===== config.mk =====
export PLATFORM = sky130hd
export DESIGN_NAME = modular_inverse_unit_flat
export DESIGN_NICKNAME = d
export VERILOG_FILES = /design/src/hdl/mi_pkg.sv /design/src/hdl/mi_if.sv /design/src/hdl/mi_euclid.sv /design/src/hdl/modular_inverse_unit.sv /design/src/flat_wrapper.sv
export SDC_FILE = /design/constraint.sdc
export NUM_CORES = 1
export LEC_CHECK = 0
export BUFFER_PORTS_ARGS = -buffer_cell sky130_fd_sc_hd__buf_2
export CORE_UTILIZATION = 45
export CTS_BUF_LIST = sky130_fd_sc_hd__clkbuf_4
export CTS_CLUSTER_DIAMETER = 60
export DETAILED_ROUTE_END_ITERATION = 10
export PLACE_DENSITY_LB_ADDON = 0.08
export SLEW_MARGIN = 20
export SYNTH_ARGS = -nofsm -noshare
export SYNTH_HDL_FRONTEND = slang
export SYNTH_SLANG_ARGS = --single-unit

===== constraint.sdc =====
create_clock -name clk -period 9.9 [get_ports clk]
set_input_delay 1.485 -clock clk [delete_from_list [all_inputs] [get_ports clk]]
set_output_delay 1.485 -clock clk [all_outputs]
set_load 0.01 [all_outputs]

===== src/hdl/mi_pkg.sv =====
package mi_pkg;

  typedef enum logic [1:0] {
    ST_IDLE,
    ST_ALIGN,
    ST_REDUCE,
    ST_DONE
  } state_t;

  localparam logic STATUS_OK  = 1'b0;
  localparam logic STATUS_ERR = 1'b1;

  // Commands from the top level to the Euclid core.
  typedef struct packed {
    logic start;
    logic take;
  } core_cmd_t;

  // Status from the Euclid core to the top level.
  typedef struct packed {
    logic idle;
    logic done;
    logic err;
  } core_sts_t;

endpackage


===== src/hdl/mi_if.sv =====
interface mi_in_if #(parameter int WIDTH = 16);
  logic             valid;
  logic             ready;
  logic [WIDTH-1:0] value;

  modport source (output valid, output value, input ready);
  modport sink (input valid, input value, output ready);
endinterface

interface mi_out_if #(parameter int WIDTH = 16);
  logic             valid;
  logic             ready;
  logic [WIDTH-1:0] inverse;
  logic             status;

  modport source (output valid, output inverse, output status, input ready);
  modport sink (input valid, input inverse, input status, output ready);
endinterface

interface mi_cfg_if #(parameter int WIDTH = 16);
  logic             valid;
  logic             ready;
  logic [WIDTH-1:0] modulus;

  modport source (output valid, output modulus, input ready);
  modport sink (input valid, input modulus, output ready);
endinterface


===== src/hdl/mi_euclid.sv =====
module mi_euclid #(
  parameter int WIDTH = 16
) (
  input  logic              clk,
  input  logic              rst,
  input  mi_pkg::core_cmd_t cmd,
  input  logic [WIDTH-1:0]  value,
  input  logic [WIDTH-1:0]  modulus,
  output mi_pkg::core_sts_t sts,
  output logic [WIDTH-1:0]  inverse
);
  import mi_pkg::*;

  localparam int TW = WIDTH + 2;
  localparam int KW = $clog2(WIDTH);

  state_t state, state_next;

  logic [WIDTH-1:0]        m_q;
  logic [WIDTH-1:0]        r0, r1, d;
  logic signed [TW-1:0]    t0, t1, e;
  logic [KW-1:0]           k;

  logic                    shift_ok;
  logic                    ge;
  logic [WIDTH-1:0]        r0_sub;
  logic signed [TW-1:0]    t0_sub;
  logic signed [TW-1:0]    inv_full;
  logic                    err;

  // The divisor copy d is shifted up until it is aligned under r0, then one
  // quotient bit is produced per cycle while it shifts back down.
  assign shift_ok = (d[WIDTH-1] == 1'b0) && ({d[WIDTH-2:0], 1'b0} <= r0);
  assign ge       = (r0 >= d);
  assign r0_sub   = ge ? (r0 - d) : r0;
  assign t0_sub   = ge ? (t0 - e) : t0;

  assign inv_full = t0 + $signed({2'b00, m_q});
  assign err      = (m_q < WIDTH'(2)) || (r0 != WIDTH'(1));
  assign inverse  = err ? '0 : (t0[TW-1] ? inv_full[WIDTH-1:0] : t0[WIDTH-1:0]);

  always_ff @(posedge clk) begin
    if (rst) begin
      state <= ST_IDLE;
    end else begin
      state <= state_next;
    end
  end

  always_comb begin
    state_next = state;
    sts.idle   = (state == ST_IDLE);
    sts.done   = (state == ST_DONE);
    sts.err    = err;
    unique case (state)
      ST_IDLE: begin
        if (cmd.start) begin
          state_next = (value == '0) ? ST_DONE : ST_ALIGN;
        end
      end
      ST_ALIGN: begin
        if (!shift_ok) begin
          state_next = ST_REDUCE;
        end
      end
      ST_REDUCE: begin
        if (k == '0) begin
          state_next = (r0_sub == '0) ? ST_DONE : ST_ALIGN;
        end
      end
      ST_DONE: begin
        if (cmd.take) begin
          state_next = ST_IDLE;
        end
      end
    endcase
  end

  always_ff @(posedge clk) begin
    unique case (state)
      ST_IDLE: begin
        if (cmd.start) begin
          m_q <= modulus;
          r0  <= modulus;
          r1  <= value;
          t0  <= '0;
          t1  <= TW'(1);
          d   <= value;
          e   <= TW'(1);
          k   <= '0;
        end
      end
      ST_ALIGN: begin
        if (shift_ok) begin
          d <= {d[WIDTH-2:0], 1'b0};
          e <= e <<< 1;
          k <= k + KW'(1);
        end
      end
      ST_REDUCE: begin
        if (k == '0) begin
          // Quotient complete: the pair moves down one place.
          r0 <= r1;
          r1 <= r0_sub;
          t0 <= t1;
          t1 <= t0_sub;
          d  <= r0_sub;
          e  <= t0_sub;
        end else begin
          r0 <= r0_sub;
          t0 <= t0_sub;
          d  <= d >> 1;
          e  <= e >>> 1;
          k  <= k - KW'(1);
        end
      end
      ST_DONE: begin
      end
    endcase
  end

`ifndef NO_ASSERTIONS
  a_divisor_nonzero: assert property (@(posedge clk) disable iff (rst)
    (state == ST_ALIGN || state == ST_REDUCE) |-> (d != '0))
    else $error("divisor is zero during a quotient step");

  a_shift_bound: assert property (@(posedge clk) disable iff (rst)
    (state == ST_ALIGN || state == ST_REDUCE) |-> (k <= KW'(WIDTH - 1)))
    else $error("alignment count out of range");

  a_done_holds: assert property (@(posedge clk) disable iff (rst)
    (state == ST_DONE && !cmd.take) |=> (state == ST_DONE))
    else $error("result dropped before transfer");

  a_start_idle: assert property (@(posedge clk) disable iff (rst)
    cmd.start |-> (state == ST_IDLE))
    else $error("start issued while busy");
`endif

endmodule


===== src/hdl/modular_inverse_unit.sv =====
// Each Euclid quotient step shifts the divisor up into alignment, then reduces
// one quotient bit at a time back down; a zero value goes straight to done.
// Throughput: one item at a time; the next operand is taken once the core is idle again,
// when the last result is registered; that result waits in the output register meanwhile.
// Reset (synchronous, active high) sets modulus to 2 and clears all valid flags.
module modular_inverse_unit #(
  parameter int WIDTH = 16
) (
  input  logic clk,
  input  logic rst,
  mi_in_if.sink    operand,
  mi_out_if.source result,
  mi_cfg_if.sink   cfg
);
  import mi_pkg::*;

  logic [WIDTH-1:0] modulus;
  logic [WIDTH-1:0] core_inverse;
  logic             out_valid;
  logic [WIDTH-1:0] out_inverse;
  logic             out_status;
  core_cmd_t        cmd;
  core_sts_t        sts;

  assign cfg.ready     = 1'b1;
  assign operand.ready = sts.idle;

  assign cmd.start = operand.valid && sts.idle;
  assign cmd.take  = sts.done && (!out_valid || result.ready);

  always_ff @(posedge clk) begin
    if (rst) begin
      modulus <= WIDTH'(2);
    end else if (cfg.valid) begin
      modulus <= cfg.modulus;
    end
  end

  mi_euclid #(.WIDTH(WIDTH)) u_euclid (
    .clk     (clk),
    .rst     (rst),
    .cmd     (cmd),
    .value   (operand.value),
    .modulus (modulus),
    .sts     (sts),
    .inverse (core_inverse)
  );

  always_ff @(posedge clk) begin
    if (rst) begin
      out_valid <= 1'b0;
    end else if (cmd.take) begin
      out_valid <= 1'b1;
    end else if (result.ready) begin
      out_valid <= 1'b0;
    end
  end

  always_ff @(posedge clk) begin
    if (cmd.take) begin
      out_inverse <= core_inverse;
      out_status  <= sts.err ? STATUS_ERR : STATUS_OK;
    end
  end

  assign result.valid   = out_valid;
  assign result.inverse = out_inverse;
  assign result.status  = out_status;

endmodule


===== src/flat_wrapper.sv =====
// flat-port wrapper written by rule: the top's interface ports become plain ports
module modular_inverse_unit_flat import mi_pkg::*;
#(
  parameter int WIDTH = 16
)
  (clk, rst, operand_valid, operand_value, operand_ready, result_valid, result_inverse, result_status, result_ready, cfg_valid, cfg_modulus, cfg_ready);
  mi_in_if #(.WIDTH(WIDTH)) operand_i ();
  mi_out_if #(.WIDTH(WIDTH)) result_i ();
  mi_cfg_if #(.WIDTH(WIDTH)) cfg_i ();
  input  logic clk;
  input  logic rst;
  input wire logic [$bits(operand_i.valid)-1:0] operand_valid;
  input wire logic [$bits(operand_i.value)-1:0] operand_value;
  output wire logic [$bits(operand_i.ready)-1:0] operand_ready;
  output wire logic [$bits(result_i.valid)-1:0] result_valid;
  output wire logic [$bits(result_i.inverse)-1:0] result_inverse;
  output wire logic [$bits(result_i.status)-1:0] result_status;
  input wire logic [$bits(result_i.ready)-1:0] result_ready;
  input wire logic [$bits(cfg_i.valid)-1:0] cfg_valid;
  input wire logic [$bits(cfg_i.modulus)-1:0] cfg_modulus;
  output wire logic [$bits(cfg_i.ready)-1:0] cfg_ready;
  assign operand_i.valid = operand_valid;
  assign operand_i.value = operand_value;
  assign operand_ready = operand_i.ready;
  assign result_valid = result_i.valid;
  assign result_inverse = result_i.inverse;
  assign result_status = result_i.status;
  assign result_i.ready = result_ready;
  assign cfg_i.valid = cfg_valid;
  assign cfg_i.modulus = cfg_modulus;
  assign cfg_ready = cfg_i.ready;
  modular_inverse_unit #(.WIDTH(WIDTH)) u_core (.clk(clk), .rst(rst), .operand(operand_i), .result(result_i), .cfg(cfg_i));
endmodule

# Word-level counts from Yosys, hierarchy flattened
# Cells that the tools add are included.
[totals]
ff_bits = 158
wordCells = 88
output_inout_bits = 20
[classes]
muxes = 35
eq_ne = 10
reduce_logical = 20
n_lt_le_gt_ge = 3
bitwise = 1
addsub = 5
[ops]
columns = ["cell", "count"]
rows = [
  ["two-way mux 16 bit", 8],
  ["two-way mux 18 bit", 7],
  ["one-hot mux 18 bit (2 select lines)", 2],
  ["one-hot mux 16 bit (2 select lines)", 2],
  ["one-hot mux 18 bit (3 select lines)", 1],
  ["one-hot mux 16 bit (3 select lines)", 1],
  ["zero test 16 bit", 2],
  ["subtractor 18 bit", 1],
  ["adder 16 bit", 1],
  [">= comparator 16 bit", 1],
  ["<= comparator 16 bit", 1],
  ["< comparator 16 x 2 -> 1 bit, second input constant", 1],
  ["!= test 16 x 1 -> 1 bit, second input constant", 1],
  ["subtractor 16 bit", 1],
  ["two-way mux 2 bit", 6],
  ["two-way mux 4 bit", 3],
  ["one-hot mux 4 bit (3 select lines)", 1],
  ["AND reduction 4 bit", 3],
  ["!= test 2 bit, second input constant", 4],
  ["one-hot mux 2 bit (4 select lines)", 1],
  ["AND reduction 3 bit", 2],
  ["adder 4 x 1 -> 4 bit, second input constant", 1],
  ["== test 2 bit, second input constant", 2],
  ["zero test 4 bit", 1],
  ["other kinds (12)", 20],
]

# Logic depth before layout (Yosys ltp)
[logic_depth]
ltp_word = 6
mapped_depth = 13
ltp_nobuf = 13

# By module
# From an unflattened synthesis, not the netlist that was laid out.
[hier_totals]
hier_cells = 1068
hier_area_um2 = 10331.2
[modules_own_cells]
columns = ["module", "seq_area_each_um2", "area_per_inst_um2", "cells_per_inst", "instances"]
rows = [
  ["mi_euclid", 3703.6, 9178.8, 991, 1],
  ["modular_inverse_unit", 850.8, 1152.4, 77, 1],
]

# Worst setup path after synthesis
# Ideal clock, no wire load.
[synth_timing]
kind = "input -> register"
from = "in operand_valid"
to = "reg u_core.u_euclid.r1[0] (enable)"
stages = 3
path_slack_ns = 6.288
t_required_ns = 9.475
arrival_ns = 3.187
cell_sequence = "nand2b_1 > o21ai_0 > nor2_1"
[synth_via]
elab_chain_cells = 3
[synth_rtl]
columns = ["item", "line", "rtl"]
rows = [
  ["start: declaration", "flat_wrapper.sv:12", "input wire logic [$bits(operand_i.valid)-1:0] operand_valid;"],
  ["logical AND 1 bit", "modular_inverse_unit.sv:28", "assign cmd.start = operand.valid && sts.idle;"],
  ["!= test 2 x 1 -> 1 bit (no line)", "n/a", ""],
  ["AND reduction 3 bit (no line)", "n/a", ""],
  ["end signal: assignment", "mi_euclid.sv:85", "r1 <= value;"],
  ["end signal: assignment", "mi_euclid.sv:104", "r1 <= r0_sub;"],
  ["end: declaration", "mi_euclid.sv:20", "logic [WIDTH-1:0] r0, r1, d;"],
]
# No other way between the ends.
# A chain may end at the register's enable or synchronous reset.

# Worst setup path in the final report
[layout_timing]
from = "reg u_core.u_euclid.r0[0]"
to = "reg u_core.u_euclid.state[1]"
[layout_via]
elab_chain_cells = 6
word_cells_on_any_way = 11
[layout_rtl]
columns = ["item", "line", "rtl"]
rows = [
  ["start: declaration", "mi_euclid.sv:20", ""],
  ["start signal: assignment", "mi_euclid.sv:84", "r0 <= modulus;"],
  ["start signal: assignment", "mi_euclid.sv:103", "r0 <= r1;"],
  ["start signal: assignment", "mi_euclid.sv:110", "r0 <= r0_sub;"],
  ["subtractor 16 bit or >= comparator 16 bit (tied branches)", "mi_euclid.sv:35, mi_euclid.sv:34", ""],
  ["two-way mux 16 bit", "mi_euclid.sv:35", "assign r0_sub = ge ? (r0 - d) : r0;"],
  ["zero test 16 bit", "mi_euclid.sv:68", "state_next = (r0_sub == '0) ? ST_DONE : ST_ALIGN;"],
  ["two-way mux 2 bit", "mi_euclid.sv:68", ""],
  ["two-way mux 2 bit", "mi_euclid.sv:67", "if (k == '0) begin"],
  ["one-hot mux 2 bit (4 select lines)", "mi_euclid.sv:55", "unique case (state)"],
  ["end signal: assignment", "mi_euclid.sv:46", "state <= state_next;"],
  ["end: declaration", "mi_euclid.sv:17", "state_t state, state_next;"],
]
# Several ways; a longest one is shown, not always the timed one. The select of a mux whose other input is x is not followed.

==> impl_metrics.ini <==
[timing]
max_freq_mhz = 262
setup_ws_ns = 6.08
finalMaxSlewViolations = 0
skew_ns = 0.0490
hold_viol_final = 0
max_slew_margin_pct = 30.2
worst_pin_slew_ns = 1.04
setup_viol = 0
period_share_pct = 38.6
min_period_ns = 3.82
setup_tns_ns = 0
rsz0062_at_grt = false

[worst_setup_path]
cp.required_ns = 10.41
crit_fanout = 43
crit_buf_inv = 2
crit_chain = inv_1, ha_1, fa_1, nand2b_1, a21oi_1, o211a_1, o21ai_4, buf_4, o41ai_4, nor4bb_1, nand4b_1, a211oi_2
crit_type = flip-flop to flip-flop
critical-path-slowest-cell = o41ai_4
start_kind = flip-flop
arrival_ns = 4.33
endpoint_kind = flip-flop
critical_path.max_stage_delay_ns = 0.53
cpLargestDelayFamily = compound AO/OA/AOI/OAI gates

[global_routing]
grt_pass1_wl_um = 44500
grt.total_usage_pct = 24.9
antenna_found_initial = 1
overflow = 0
grt_pass1_vias = 7700
grt_max_degree = 59

[clock_tree]
cts_resized = 0
path_clk_slew_ns = 0.18
cts-buffers-inserted = 17
h-tree-depth = 4
tritoncts = yes
cts_hold_buf = 0
cts.sinks = 158
clockBufferDepth = 2
clkLatencyLatePin_ns = 0.61
postCtsSetupBuffers = 0
clockRootBuffer = clkbuf_4

[floorplan]
fp.dieH_um = 154
die_area_um2 = 23800
fp.coreArea_um2 = 22700
std_cell_rows = 55
ioPinCount = 57
initial_utilization_pct = 45.9
die_w_um = 154

[finish]
areaGrowthSynthToFinish_pct = 7.94
final_cells = 1409
drive_gt1_share_pct = 11.5
final_cell_mix = 139 x edfxtp_1, 131 x nor2_1, 83 x a21oi_1, 83 x nand2_1, 70 x inv_1
final_common_cell = edfxtp_1
finalInstanceArea_um2 = 11300
final_nets = 1220

[detailed_routing]
drt_pass1_iterations = 5
vias = 8286
wl_um = 28500
drt-initial-drc-count = 615
drc_errors = 0
vias_per_cell = 5.88
wl_per_cell_um = 20.2
ant_nets = 0

[yosys]
seq_area_frac_synth_pct = 43.7
synth_cell_types = 74
avgSynthCellArea_um2 = 9.65
syn_area_um2 = 10400
synth-edff-count = 139
yosys_warnings = 0
synth_seq_cells = 158
ys.flop_type = edfxtp_1
synthCells = 1080
synth_nets = 1190
synthArstFlopShare_pct = 0

[power_and_ir_drop]
ir_drop_mv = 0.254
leakagePower_nw = 4.49
totalPowerFinal_w = 0.00413
p_per_area_nw_per_um2 = 367

[place]
dp_slack_ns = 6.17
port_buffers = 55
post-dp-hpwl_um = 20500
dpl_cell_area_um2 = 10900
routabilityCongestion = 0.910
dp.cells = 1376

[hold_path]
min_path_type = flip-flop to flip-flop

[run]
drv_cap = 0

[status]
outcome = finished clean
-- stage by stage --
| stage | hold WS (ns) | util, % |
|---|---|---|
| floorplan | 0.419 | - |
| global placement | 0.464 | 48.1 |
| detailed placement | 0.466 | 48.1 |
| CTS | 0.497 | 49.5 |
| global route | 0.518 | 49.6 |
| finish | 0.486 | 49.6 |
-- logic make-up (layout without fill, tap and decap cells) --
group	after synthesis	in the layout	synth area share, %
AND/OR/NAND/NOR	357	357	16.4
adder cells (fa/ha/maj)	73	73	9.05
buffers and inverters	124	167	4.79
XOR/XNOR	37	37	3.11
AO/OA/AOI/OAI	286	286	18.6
multiplexers	44	44	4.33
other	1	2	0.0360
flip-flops	158	158	43.7
-- metal layers --
layer	vias to the layer above	GRT usage [%]	wire length, um
met5	-	0	0
met4	0	7.67	587
met3	29	3.61	1600
met2	239	38.1	12500
met1	3969	36.3	13700
li1	4049	-	-
-- sequential cells by signal (all words and copies together) (netlist names) --
register / count
u_core.modulus: 16
u_core.u_euclid.r1: 16
u_core.u_euclid.t0: 18
u_core.result.status: 1
u_core.u_euclid.e: 18
u_core.u_euclid.d: 16
u_core.u_euclid.m_q: 16
u_core.u_euclid.state: 2
u_core.u_euclid.t1: 18
u_core.u_euclid.r0: 16
u_core.u_euclid.k: 4
u_core.result.valid: 1
u_core.result.inverse: 16
-- final cells by class --
cell class	instances	area, um^2
Inverter	71	267
Clock buffer	17	128
Fill cell	2209	11500
Clock inverter	15	191
Multi-Input combinational cell	798	5410
Tap cell	285	357
Antenna cell	1	2.50
Sequential cell	158	4550
Timing Repair Buffer	64	343
-- where the power goes --
group          total (W)  switching (W)  internal, W
Clock           0.000421       0.000299     0.000122
Sequential       0.00126       0.000198      0.00106
Combinational    0.00245        0.00155     0.000896
-- synth_stat cells (5+ instances only) --
master	count	area share (%)
o21a_1	20	1.4
nand4_1	12	0.72
nor2_1	133	4.8
o31ai_1	7	0.50
a211oi_1	22	1.6
o21ai_1	10	0.48
inv_1	70	2.5
o21ai_0	45	2.2
nor4_1	11	0.66
and2_1	21	1.3
nor2b_1	15	0.90
xor2_1	15	1.3
edfxtp_1	139	40
ha_1	69	8.3
nand3_1	13	0.62
o211ai_1	5	0.36
mux2_2	9	0.97
or3_1	6	0.36
buf_2	6	0.29
mux2i_1	35	3.4
a31oi_1	6	0.36
a21o_1	21	1.5
o2111ai_1	17	1.4
a21oi_1	83	4.0
dfxtp_1	19	3.6
nand2b_1	8	0.48
nand2_1	83	3.0
and3_1	7	0.42
nor3_1	24	1.2
clkbuf_1	39	1.4
a222oi_1	5	0.48
a22oi_1	11	0.79
xnor2_1	22	1.8
buf_4	5	0.36
-- final timing paths --
check | depth (start not counted) | start | slack [ns] | end
setup / recovery | 12 | u_core.u_euclid.r0[0] | 6.08 | u_core.u_euclid.state[1]
hold / removal | 0 | u_core.modulus[10] | 0.49 | u_core.u_euclid.m_q[10]
setup reg to reg | 12 | u_core.u_euclid.r0[0] | 6.08 | u_core.u_euclid.state[1]
hold reg to reg | 0 | u_core.modulus[10] | 0.49 | u_core.u_euclid.m_q[10]
-- worst register-to-register path, stage by stage (launching register included) --
cell,delay (ns)
edfxtp_1,0.49
inv_1,0.10
ha_1,0.24
fa_1,0.41
nand2b_1,0.18
a21oi_1,0.23
o211a_1,0.28
o21ai_4,0.07
buf_4,0.30
o41ai_4,0.54
nor4bb_1,0.41
nand4b_1,0.24
a211oi_2,0.26
(Power assumes the default switching activity.)
